### config.mk
export PLATFORM = sky130hd
export DESIGN_NAME = ordered_list_engine
export DESIGN_NICKNAME = d
export VERILOG_FILES = /design/src/hdl/ole_pkg.sv /design/src/hdl/ole_store.sv /design/src/hdl/ordered_list_engine.sv
export SDC_FILE = /design/constraint.sdc
export NUM_CORES = 2
export LEC_CHECK = 0
export BUFFER_PORTS_ARGS = -buffer_cell sky130_fd_sc_hd__buf_2
export CORE_UTILIZATION = 53
export DETAILED_ROUTE_END_ITERATION = 6
export PLACE_DENSITY = 0.72
export SYNTH_ARGS = -nofsm -noshare
export SYNTH_HDL_FRONTEND = slang
export SYNTH_SLANG_ARGS = --single-unit
### constraint.sdc
create_clock -name clk_i -period 4.25 [get_ports clk_i]
set_input_delay 0 -clock clk_i [delete_from_list [all_inputs] [get_ports clk_i]]
set_output_delay 0 -clock clk_i [all_outputs]
set_load 0.1 [all_outputs]
### src/hdl/ole_pkg.sv
// ----------------------------------------------------------------------------
// ole_pkg
// Shared widths, operation codes and status codes of the ordered list engine.
// ----------------------------------------------------------------------------
package ole_pkg;

  localparam int DataW        = 32;
  localparam int PosW         = 7;
  localparam int DefaultDepth = 64;

  typedef enum logic [2:0] {
    OpAppend    = 3'd0,
    OpPrepend   = 3'd1,
    OpPop       = 3'd2,
    OpRemovePos = 3'd3,
    OpRemoveVal = 3'd4,
    OpFind      = 3'd5,
    OpRead      = 3'd6
  } op_e;

  typedef enum logic [2:0] {
    StatOk       = 3'd0,
    StatEmpty    = 3'd1,
    StatRange    = 3'd2,
    StatNotFound = 3'd3,
    StatFull     = 3'd4
  } status_e;

endpackage

### src/hdl/ole_store.sv
// ----------------------------------------------------------------------------
// ole_store
// Entry memory: one write port and one read port with registered read data.
// ----------------------------------------------------------------------------
module ole_store #(
  parameter int DEPTH = ole_pkg::DefaultDepth,
  parameter int AW    = $clog2(DEPTH)
) (
  input  logic                      clk_i,
  input  logic                      we_i,
  input  logic [AW-1:0]             waddr_i,
  input  logic [ole_pkg::DataW-1:0] wdata_i,
  input  logic                      re_i,
  input  logic [AW-1:0]             raddr_i,
  output logic [ole_pkg::DataW-1:0] rdata_o
);

  logic [ole_pkg::DataW-1:0] mem [DEPTH];
  logic [ole_pkg::DataW-1:0] rdata_q;

  always_ff @(posedge clk_i) begin
    if (we_i) begin
      mem[waddr_i] <= wdata_i;
    end
  end

  always_ff @(posedge clk_i) begin
    if (re_i) begin
      rdata_q <= mem[raddr_i];
    end
  end

  assign rdata_o = rdata_q;

endmodule

### src/hdl/ordered_list_engine.sv
// ----------------------------------------------------------------------------
// ordered_list_engine
// Append, errors, the unused code and a prepend to an empty list need no walk;
// a read waits on the registered memory read; prepend, pop and removal shift
// the entries behind them, and a find or removal by value scans from the head.
// The next request is accepted in the done cycle; results cannot stall.
// Reset empties the list at once; the entry memory itself is not cleared.
// ----------------------------------------------------------------------------
module ordered_list_engine #(
  parameter int DEPTH = ole_pkg::DefaultDepth
) (
  input  logic                             clk_i,
  input  logic                             rst_ni,
  input  logic                             start,
  output logic                             busy,
  input  logic [2:0]                       op_i,
  input  logic signed [ole_pkg::DataW-1:0] value_i,
  input  logic [ole_pkg::PosW-1:0]         position_i,
  output logic                             done_o,
  output logic signed [ole_pkg::DataW-1:0] data_o,
  output logic [ole_pkg::PosW-1:0]         found_position_o,
  output logic [2:0]                       status_o,
  output logic [ole_pkg::PosW-1:0]         count_o,
  output logic                             is_empty_o
);

  localparam int AW   = $clog2(DEPTH);
  localparam int CW   = $clog2(DEPTH + 1);
  localparam int PW   = ole_pkg::PosW;
  localparam int DW   = ole_pkg::DataW;
  localparam int CmpW = (CW > PW) ? CW : PW;
  localparam logic [CmpW-1:0] DepthExt = CmpW'(DEPTH);

  typedef enum logic [5:0] {
    Idle      = 6'b000001,
    ShiftUp   = 6'b000010,
    WriteHead = 6'b000100,
    ShiftDown = 6'b001000,
    Search    = 6'b010000,
    ReadWait  = 6'b100000
  } state_e;

  state_e state_q, state_d;
  logic [CW-1:0] count_q, count_d;
  logic [CW-1:0] rd_idx_q, rd_idx_d;
  logic          rd_go_q, rd_go_d;
  logic          pend_vld_q;
  logic [CW-1:0] pend_idx_q;
  logic [CW-1:0] k_q, k_d;
  logic [PW-1:0] fpos_q, fpos_d;
  ole_pkg::op_e  op_q;
  logic [DW-1:0] val_q;
  logic [DW-1:0] hold_q;
  logic          done_q;
  logic [DW-1:0] res_data_q;
  logic [PW-1:0] res_fpos_q;
  logic [2:0]    res_status_q;
  logic [PW-1:0] res_count_q;
  logic          res_empty_q;

  logic          accept;
  ole_pkg::op_e  op_in;
  logic [CmpW-1:0] pos_ext, pos_m1, cnt_ext, hit_ext, cnt_d_ext;
  logic          pos_bad, is_full, is_zero;
  logic [CW-1:0] last_idx;

  logic          ram_we, ram_re;
  logic [AW-1:0] ram_waddr, ram_raddr;
  logic [DW-1:0] ram_wdata, ram_rdata;

  logic          fin;
  logic [DW-1:0] fin_data;
  logic [PW-1:0] fin_fpos;
  ole_pkg::status_e fin_status;

  assign busy     = (state_q != Idle);
  assign accept   = start && !busy;
  assign op_in    = ole_pkg::op_e'(op_i);
  assign pos_ext  = CmpW'(position_i);
  assign pos_m1   = pos_ext - CmpW'(1);
  assign cnt_ext  = CmpW'(count_q);
  assign hit_ext  = CmpW'(pend_idx_q) + CmpW'(1);
  assign cnt_d_ext = CmpW'(count_d);
  assign pos_bad  = (pos_ext == '0) || (pos_ext > cnt_ext);
  assign is_full  = (count_q == CW'(DEPTH));
  assign is_zero  = (count_q == '0);
  assign last_idx = count_q - CW'(1);

  ole_store #(
    .DEPTH (DEPTH),
    .AW    (AW)
  ) u_store (
    .clk_i   (clk_i),
    .we_i    (ram_we),
    .waddr_i (ram_waddr),
    .wdata_i (ram_wdata),
    .re_i    (ram_re),
    .raddr_i (ram_raddr),
    .rdata_o (ram_rdata)
  );

  always_comb begin
    state_d    = state_q;
    count_d    = count_q;
    rd_idx_d   = rd_idx_q;
    rd_go_d    = rd_go_q;
    k_d        = k_q;
    fpos_d     = fpos_q;
    ram_we     = 1'b0;
    ram_waddr  = '0;
    ram_wdata  = ram_rdata;
    ram_re     = 1'b0;
    ram_raddr  = rd_idx_q[AW-1:0];
    fin        = 1'b0;
    fin_data   = '0;
    fin_fpos   = '0;
    fin_status = ole_pkg::StatOk;

    unique case (state_q)
      Idle: begin
        rd_go_d = 1'b0;
        if (accept) begin
          unique case (op_in)
            ole_pkg::OpAppend: begin
              fin = 1'b1;
              if (is_full) begin
                fin_status = ole_pkg::StatFull;
              end else begin
                ram_we    = 1'b1;
                ram_waddr = count_q[AW-1:0];
                ram_wdata = value_i;
                count_d   = count_q + CW'(1);
              end
            end
            ole_pkg::OpPrepend: begin
              if (is_full) begin
                fin        = 1'b1;
                fin_status = ole_pkg::StatFull;
              end else if (is_zero) begin
                fin       = 1'b1;
                ram_we    = 1'b1;
                ram_waddr = '0;
                ram_wdata = value_i;
                count_d   = CW'(1);
              end else begin
                rd_idx_d = last_idx;
                rd_go_d  = 1'b1;
                state_d  = ShiftUp;
              end
            end
            ole_pkg::OpPop: begin
              if (is_zero) begin
                fin        = 1'b1;
                fin_status = ole_pkg::StatEmpty;
              end else begin
                k_d      = '0;
                rd_idx_d = '0;
                rd_go_d  = 1'b1;
                fpos_d   = PW'(1);
                state_d  = ShiftDown;
              end
            end
            ole_pkg::OpRemovePos: begin
              if (pos_bad) begin
                fin        = 1'b1;
                fin_status = ole_pkg::StatRange;
              end else begin
                k_d      = pos_m1[CW-1:0];
                rd_idx_d = pos_m1[CW-1:0];
                rd_go_d  = 1'b1;
                fpos_d   = position_i;
                state_d  = ShiftDown;
              end
            end
            ole_pkg::OpRemoveVal, ole_pkg::OpFind: begin
              if (is_zero) begin
                fin        = 1'b1;
                fin_status = ole_pkg::StatEmpty;
              end else begin
                rd_idx_d = '0;
                rd_go_d  = 1'b1;
                state_d  = Search;
              end
            end
            ole_pkg::OpRead: begin
              if (is_zero) begin
                fin        = 1'b1;
                fin_status = ole_pkg::StatEmpty;
              end else if (pos_bad) begin
                fin        = 1'b1;
                fin_status = ole_pkg::StatRange;
              end else begin
                ram_re    = 1'b1;
                ram_raddr = pos_m1[AW-1:0];
                state_d   = ReadWait;
              end
            end
            default: begin
              fin = 1'b1;
            end
          endcase
        end
      end
      ShiftUp: begin
        ram_re = rd_go_q;
        if (rd_go_q) begin
          if (rd_idx_q == '0) begin
            rd_go_d = 1'b0;
          end else begin
            rd_idx_d = rd_idx_q - CW'(1);
          end
        end
        if (pend_vld_q) begin
          ram_we    = 1'b1;
          ram_waddr = pend_idx_q[AW-1:0] + AW'(1);
          if (pend_idx_q == '0) begin
            state_d = WriteHead;
          end
        end
      end
      WriteHead: begin
        ram_we    = 1'b1;
        ram_waddr = '0;
        ram_wdata = val_q;
        count_d   = count_q + CW'(1);
        fin       = 1'b1;
      end
      ShiftDown: begin
        ram_re = rd_go_q;
        if (rd_go_q) begin
          if (rd_idx_q == last_idx) begin
            rd_go_d = 1'b0;
          end else begin
            rd_idx_d = rd_idx_q + CW'(1);
          end
        end
        if (pend_vld_q) begin
          if (pend_idx_q != k_q) begin
            ram_we    = 1'b1;
            ram_waddr = pend_idx_q[AW-1:0] - AW'(1);
          end
          if (pend_idx_q == last_idx) begin
            fin      = 1'b1;
            count_d  = last_idx;
            fin_fpos = fpos_q;
            if (op_q == ole_pkg::OpPop) begin
              fin_data = (pend_idx_q == k_q) ? ram_rdata : hold_q;
            end
          end
        end
      end
      Search: begin
        ram_re = rd_go_q;
        if (rd_go_q) begin
          if (rd_idx_q == last_idx) begin
            rd_go_d = 1'b0;
          end else begin
            rd_idx_d = rd_idx_q + CW'(1);
          end
        end
        if (pend_vld_q) begin
          if (ram_rdata == val_q) begin
            if (op_q == ole_pkg::OpFind) begin
              fin      = 1'b1;
              fin_fpos = hit_ext[PW-1:0];
            end else begin
              ram_re   = 1'b0;
              k_d      = pend_idx_q;
              rd_idx_d = pend_idx_q;
              rd_go_d  = 1'b1;
              fpos_d   = hit_ext[PW-1:0];
              state_d  = ShiftDown;
            end
          end else if (pend_idx_q == last_idx) begin
            fin        = 1'b1;
            fin_status = ole_pkg::StatNotFound;
          end
        end
      end
      ReadWait: begin
        fin      = 1'b1;
        fin_data = ram_rdata;
      end
      default: begin
        state_d = Idle;
      end
    endcase

    if (fin) begin
      state_d = Idle;
      rd_go_d = 1'b0;
    end
  end

  always_ff @(posedge clk_i or negedge rst_ni) begin
    if (!rst_ni) begin
      state_q    <= Idle;
      count_q    <= '0;
      rd_go_q    <= 1'b0;
      pend_vld_q <= 1'b0;
      done_q     <= 1'b0;
    end else begin
      state_q    <= state_d;
      count_q    <= count_d;
      rd_go_q    <= rd_go_d;
      pend_vld_q <= ram_re && (state_q != Idle);
      done_q     <= fin;
    end
  end

  always_ff @(posedge clk_i) begin
    rd_idx_q   <= rd_idx_d;
    pend_idx_q <= rd_idx_q;
    k_q        <= k_d;
    fpos_q     <= fpos_d;
    if (accept) begin
      op_q  <= op_in;
      val_q <= value_i;
    end
    if (pend_vld_q && (pend_idx_q == k_q)) begin
      hold_q <= ram_rdata;
    end
    if (fin) begin
      res_data_q   <= fin_data;
      res_fpos_q   <= fin_fpos;
      res_status_q <= fin_status;
      res_count_q  <= cnt_d_ext[PW-1:0];
      res_empty_q  <= (count_d == '0);
    end
  end

  assign done_o           = done_q;
  assign data_o           = res_data_q;
  assign found_position_o = res_fpos_q;
  assign status_o         = res_status_q;
  assign count_o          = res_count_q;
  assign is_empty_o       = res_empty_q;

  // An accepted request either makes the engine busy or reports on the next cycle.
  assert property (@(posedge clk_i) disable iff (!rst_ni)
    accept |=> (busy || done_o))
    else $error("accepted request produced neither work nor a result");

  // A full status is only reported when the list holds every entry.
  assert property (@(posedge clk_i) disable iff (!rst_ni)
    (done_o && (status_o == ole_pkg::StatFull)) |-> (count_o == DepthExt[PW-1:0]))
    else $error("full status reported on a list that is not full");

  // Writes never land beyond the first free entry.
  assert property (@(posedge clk_i) disable iff (!rst_ni)
    ram_we |-> (CW'(ram_waddr) <= count_q))
    else $error("entry write beyond the end of the list");

  // An empty status always comes with an empty list.
  assert property (@(posedge clk_i) disable iff (!rst_ni)
    (done_o && (status_o == ole_pkg::StatEmpty)) |-> is_empty_o)
    else $error("empty status reported on a list that holds entries");

endmodule

-- Word-level counts from Yosys, hierarchy flattened
Memory sizes are Yosys's and may differ from the RTL's. A register that Yosys moved wholly into a read port is not among the register bits.
Index checks and enable logic that the tools add are counted.
- equal/unequal tests: 49
- add/subtract/negate cells: 8
- $lt $le $gt $ge: 1
- reduce and logical (&&, ||, !) cells: 23
- mux-type cells: 134
- operators by type and width (operator ; count):
    2-to-1 mux 32 bit ; 8
    2-to-1 mux 7 bit ; 33
    case mux 32 bit (2 select lines) ; 3
    2-to-1 mux 6 bit ; 25
    case mux 7 bit (2 select lines) ; 6
    case mux 7 bit (3 select lines) ; 2
    2-to-1 mux 1 bit ; 37
    zero test 7 bit ; 5
    inequality test 3 bit, second input constant ; 11
    == test 32 bit ; 1
    case mux 6 bit (5 select lines) ; 1
    inequality test 4 bit, second input constant ; 7
    case mux 7 bit (4 select lines) ; 1
    case mux 6 bit (4 select lines) ; 1
    adder 7 x 1 -> 7 bit, second input constant ; 3
    == test 7 bit ; 3
    subtractor 7 x 1 -> 7 bit, second input constant ; 3
    case mux 6 bit (3 select lines) ; 1
    case mux 1 bit (4 select lines) ; 4
    AND reduction 15 bit ; 1
    == test 3 bit, second input constant ; 4
    inequality test 2 bit, second input constant ; 6
    case mux 3 bit (4 select lines) ; 1
    == test 3 x 2 -> 1 bit, second input constant ; 3
    33 further kinds ; 45
- register bits: 161
- bits of input ports: 45
- memories: 1
- RAM bits: 2048
- logic and storage cells: 233
- memory list (memory ; words ; width ; rd ports ; clocked after Yosys merged registers in ; write ports ; RTL line ; RTL):
    u_store.mem ; 64 ; 32 ; 1 ; 1 ; 1 ; ole_store.sv:18 ; logic [ole_pkg::DataW-1:0] mem [DEPTH];

-- Logic depth before layout (Yosys ltp)
- depth after elaboration: 9
- depth in mapped cells: 20
- mapped depth without buffers: 11

-- Modules after synthesis
A second synthesis with hierarchy kept.
- cells, all modules: 4326
- area total of the unflattened synthesis: 88319.7 um2
- modules (own cells, without submodules) (module ; area an instance (um2) ; cells an instance ; times used):
    ole_store ; 79359.9 ; 3511 ; 1
    ordered_list_engine ; 8959.8 ; 815 ; 1

-- Worst setup path after synthesis
OpenSTA, ideal clock, no wires.
- path kind: reg2reg
- start point: reg count_q[5], in the netlist cnt_ext[5]
- end point: reg res_count_q[0], in the netlist count_o[0], enable pin
- clock period less this slack: 4.568 ns
- cell stages (with the launch flop): 13
- arrival time: 3.806 ns
- path slack: -0.318 ns
- path buffers: 4
- cells stage by stage: dfrtp_1 > clkbuf_1 > inv_1 > ha_1 > nand4_1 > o22ai_1 > clkbuf_1 > clkbuf_1 > clkbuf_1 > and2_1 > a21oi_1 > o21ai_0 > nand3_1
- word-level cells in the longest chain between the ends: 7
- ends and longest elaborated chain (element ; RTL line ; RTL):
    start, declared ; ordered_list_engine.sv:44 ; logic [CW-1:0] count_q, count_d;
    start signal, assigned ; ordered_list_engine.sv:304 ; count_q <= count_d;
    greater-than comparator 7 bit ; ordered_list_engine.sv:84 ; assign pos_bad = (pos_ext == '0) || (pos_ext > cnt_ext);
    logical OR 1 bit ; ordered_list_engine.sv:84 ;
    2-to-1 mux 1 bit ; ordered_list_engine.sv:164, ordered_list_engine.sv:189 ;
    2-to-1 mux 1 bit ; ordered_list_engine.sv:186 ; if (is_zero) begin
    case mux 1 bit (4 select lines) ; ordered_list_engine.sv:123 ; unique case (op_in)
    2-to-1 mux 1 bit ; ordered_list_engine.sv:122 ; if (accept) begin
    case mux 1 bit (4 select lines) * ; ordered_list_engine.sv:119 ; unique case (state_q)
    net fin ; ordered_list_engine.sv:71 ; logic fin;
    end signal, assigned ; ordered_list_engine.sv:327 ; res_count_q <= cnt_d_ext[PW-1:0];
    end, declared ; ordered_list_engine.sv:58 ; logic [PW-1:0] res_count_q;
The timed path passes the listed nets; every way through them passes the cells marked *.
A chain may end at the register's enable or synchronous reset.

-- Worst setup path in the final report
- start point: reg u_store.rdata_q (netlist bit u_store.rdata_o[20]), read port of u_store.mem
- end point: reg u_store.rdata_q (netlist bit u_store.rdata_o[1]), read port of u_store.mem, enable pin
- word-level cells in the longest chain between the ends: 4
- ends and longest elaborated chain (element ; RTL line ; RTL):
    start, declared ; ole_store.sv:19 ; logic [ole_pkg::DataW-1:0] rdata_q;
    == test 32 bit ; ordered_list_engine.sv:262 ; if (ram_rdata == val_q) begin
    2-to-1 mux 1 bit ; ordered_list_engine.sv:262 ;
    2-to-1 mux 1 bit ; ordered_list_engine.sv:261 ; if (pend_vld_q) begin
    case mux 1 bit (3 select lines) ; ordered_list_engine.sv:119 ;
    net ram_re ; ordered_list_engine.sv:67 ; logic ram_we, ram_re;
The timed path passes the listed nets, and every way through them passes these cells.

==> results by group <==
Synth
  – Fraction of the mapped netlist area in compound gates: 9.944%
  – Cell with the most instances after synthesis: sky130_fd_sc_hd__edfxtp_1
  – Top cell types by occurrence after synthesis: sky130_fd_sc_hd__edfxtp_1, sky130_fd_sc_hd__nand2_1, sky130_fd_sc_hd__mux2i_1
  – Synth Area in Adders: 0.2867%
  – Share of synthesized area occupied by flip-flops and latches: 73.25%
  – Mean area per synthesized cell: 14.85 um^2
  – Count of different cell masters after synthesis: 95
  – Async S/R FF share, synth: 0.7140%
  – Multiplexer share of the synthesized area: 4.711%
  – Dominant combinational cell family by area after synthesis: compound AO/OA/AOI/OAI gates
  – Syn nets: 6,239
  – Area share of the largest cell type after synthesis: 72.66%
  – Flip-flop and latch count after synthesis: 2,241
  – Synth area leader: sky130_fd_sc_hd__edfxtp_1
  – Simple-gate area share of the yosys netlist: 8.609%
  – Number of standard cells after synthesis: 6,173
  – Cells taking the most area after synthesis: sky130_fd_sc_hd__edfxtp_1, sky130_fd_sc_hd__mux2i_1, sky130_fd_sc_hd__nand2_1
  – Top_reg_cell synth: sky130_fd_sc_hd__edfxtp_1
  – Xor/xnor share of the synthesized area: 0.8340%
  – Post-Syn Area: 91,660 um^2
  – Count of yosys warnings during synthesis: 0
  – Number of enable flip-flop cells after synthesis: 2,218

Power and ir drop
  – Maximum vdd ir drop: 0.0004816 V
  – Leakage: 38.35 nW
  – Total design power: 70.23 mW
  – Pwr Density: 633.8 nW/um^2

Setup path
  – Worst setup path class: register to register
  – Cell count along the critical path: 11
  – Arrival @ worst endpoint: 4.88 ns
  – Slowest cell on the critical path: sky130_fd_sc_hd__edfxtp_1
  – Crit-path leading delay family: simple AND/OR/NAND/NOR gates
  – Largest fanout on the critical path: 22
  – Delay of the slowest critical-path stage: 0.88 ns
  – Most frequent CP cell: sky130_fd_sc_hd__nand2_1
  – Kind of capture point of the worst setup path: register
  – Element type at the critical path start: register
  – Launch point of the critical path: u_store.rdata_o[20]
  – RR Startpoint: u_store.rdata_o[20]
  – FF-to-FF path depth: 11
  – Critical path, cell by cell: xor2_1 > nor4_1 > nand4_1 > nor2_1 > buf_4 > nand3_1 > nand2_1 > nand2_1 > o21a_1 > nand2b_2 > buf_12
  – Crit path buf inv count: 2
  – CP Data Required Time: 4.82 ns
  – Flop-to-flop setup slack: -0.06 ns

GRT
  – Antenna violations before repair: 14
  – Tot GR Track Use: 34.09%
  – Overflow left after global routing: 0
  – Vias in the first global route: 60,214
  – First-pass GRT wire length: 425,300 um
  – Pin count of the biggest net entering global routing: 107

Floorplanning
  – Starting Density: 53.37%
  – Die boundary width: 417.9 um
  – Placeable Area: 171,700 um^2
  – Count of boundary I/O pins: 97
  – Area of the die: 174,600 um^2
  – Die span in y: 417.9 um
  – Number of rows created at floorplan: 152

Detailed routing
  – Detailed-routing iteration count for the pre-antenna-repair pass: 6
  – WL/cell: 32.16 um
  – Wire length after detailed routing: 302,000 um
  – Total vias in the final route: 62,929
  – First-iteration detailed-routing DRC count: 10,370
  – Count of nets left with antenna violations after detail routing: 0
  – DRC: 0
  – Detail-routed via count per cell: 6.703

Place
  – Final weighted congestion in routability-driven placement: 0.9519
  – Count of buffers inserted at the top-level ports: 96
  – Detailed placement HPWL: 192,100 um
  – Placed Instances: 8,903

Cells and area
  – Layout-stage area growth over the synthesis result: 20.89%
  – Layout cell share with drive strength beyond 1: 20.46%
  – Net count, final: 6,963
  – Number of cells in the finished layout apart from fillers: 9,388

STA
  – Number of endpoints with negative hold slack in the final report: 0
  – Final worst setup slack: -0.06443 ns
  – Max-slew headroom at the worst pin: 19.76%
  – Post-route clock period utilization: 101.5%
  – Period minus WS final: 4.314 ns
  – Max-slew violations: 0
  – Maximum clock skew at final layout: 0.07805 ns
  – Worst Max-Slew Pin Slew: 1.191 ns
  – Achievable Freq: 231.8 MHz
  – Setup repair after global routing missed its margin: true
  – Setup-violating endpoint count in the final report: 23

Clock tree
  – Latest clock arrival within the worst-skew pair: 0.88 ns
  – Number of clock sinks: 2,241
  – Cts bufs inserted: 215
  – Clk pin slew, worst setup/hold paths: 0.06 ns
  – Number of levels in the clock H-tree: 4
  – Root Buffer Master: sky130_fd_sc_hd__clkbuf_16
  – TritonCTS clock tree: built
  – Bufs on Longest Clock Path: 3

Hold path
  – Min-delay src: op_i[1]
  – Min-delay worst type: input pin to register
  – Depth of the worst hold-timing path: 3

Status
  – Run status: finished with violations
  – Violations in the final reports: negative setup slack

Run
  – Count of max-cap constraint violations: 0
## through the flow
stage	util [%]	cell area [um^2]	worst slack, ns	TNS, ns	hold WS [ns]
after CTS	64.37	110600	0.0008695	0	0.07099
after floorplan	-	91670	-0.07780	-77.86	-0.2956
after global placement	59.86	102800	-0.5538	-2.135	-0.03342
after detailed placement	59.86	102800	-0.5253	-1.962	-0.02830
after global routing	64.52	110800	-0.06825	-0.07825	0.1061
final	64.52	110800	-0.06443	-0.6875	0.1143
## power by group
group          total, mW  switching (mW)  leakage (nW)  internal, mW
clock network       18.8            8.49          3.33          10.3
registers           26.4           0.401          20.3          26.0
logic               25.0            15.9          14.7          9.13
## flip-flops by register name (all words and copies together), names as in the netlist
register / flops
cnt_ext: 7
count_o: 7
data_o: 32
done_o: 1
found_position_o: 7
fpos_q: 7
hold_q: 32
is_empty_o: 1
k_q: 7
op_q: 3
pend_idx_q: 7
pend_vld_q: 1
rd_go_q: 1
rd_idx_q: 7
state_q: 6
status_o: 3
u_store.mem: 2048
u_store.rdata_o: 32
val_q: 32
## worst min-delay path: cells and delay by family
family / cells / cell delay [ns]
buffers and inverters: 3 / 0.81
## per-layer routing
layer	wire length [um]	up-vias	GRT usage, %
li1	-	25900	-
met1	106800	31402	44.49
met2	134100	4740	51.54
met3	38780	883	8.040
met4	22290	4	21.80
met5	33	-	0
## cell type report
type / instances / area (um^2)
clock inverters: 138 / 1304
flip-flops and latches: 2241 / 67150
well taps: 2310 / 2890
multi-input cells: 3418 / 23440
diodes: 5 / 12.51
clock buffers: 255 / 5573
fillers: 11619 / 60930
inverters: 57 / 214.0
repair buffers: 964 / 10230
## layout by cell type (no fill, tap or decap), types with 23 or more instances in the layout
cell and count:
sky130_fd_sc_hd__a32oi_1 26, sky130_fd_sc_hd__inv_2 33, sky130_fd_sc_hd__nor2_4 67, sky130_fd_sc_hd__dlygate4sd3_1 77, sky130_fd_sc_hd__inv_1 23, sky130_fd_sc_hd__buf_12 240
sky130_fd_sc_hd__nand2_1 645, sky130_fd_sc_hd__a311oi_1 31, sky130_fd_sc_hd__a222oi_1 46, sky130_fd_sc_hd__a22oi_1 47, sky130_fd_sc_hd__nand4_1 35, sky130_fd_sc_hd__a22o_1 35
sky130_fd_sc_hd__buf_4 545, sky130_fd_sc_hd__clkbuf_1 38, sky130_fd_sc_hd__xor2_1 51, sky130_fd_sc_hd__and3_1 244, sky130_fd_sc_hd__nor4_1 77, sky130_fd_sc_hd__nand2b_1 64
sky130_fd_sc_hd__edfxtp_1 2218, sky130_fd_sc_hd__a211oi_1 249, sky130_fd_sc_hd__xnor2_1 26, sky130_fd_sc_hd__or4_1 41, sky130_fd_sc_hd__mux2i_1 417, sky130_fd_sc_hd__a31o_2 46
sky130_fd_sc_hd__nor2_1 58, sky130_fd_sc_hd__clkbuf_16 218, sky130_fd_sc_hd__a21oi_1 118, sky130_fd_sc_hd__clkinv_2 46, sky130_fd_sc_hd__a31oi_1 79, sky130_fd_sc_hd__clkinv_1 46
sky130_fd_sc_hd__o22ai_1 209, sky130_fd_sc_hd__nand3_1 233, sky130_fd_sc_hd__buf_2 96, sky130_fd_sc_hd__nor3_1 29, sky130_fd_sc_hd__o21ai_0 178
## final timing paths
| kind | end |
|---|---|
| min in group asynchronous | state_q[4] |
| hold / removal | op_q[1] |
| hold reg to reg | found_position_o[2] |
| setup reg to reg | u_store.rdata_o[1] |
| max in group asynchronous | done_o |
| setup / recovery | u_store.rdata_o[1] |
## repair_timing
action                                   CTS  global route
buffers inserted                           1             8
pin swaps                                  1             5
cloned                                     0             1
resized for setup                         15            33
endpoints found under the hold margin   1847             0
hold buffers                              77             0
endpoints found under the setup margin    15            29
## cell families after synthesis
family          after synthesis
fa+ha+maj                    21
xor+xnor                     81
buf+inv                     514
mux                         430
compound gates             1290
simple gates               1596
flops                      2241
Power figures use the tool's default switching activity.
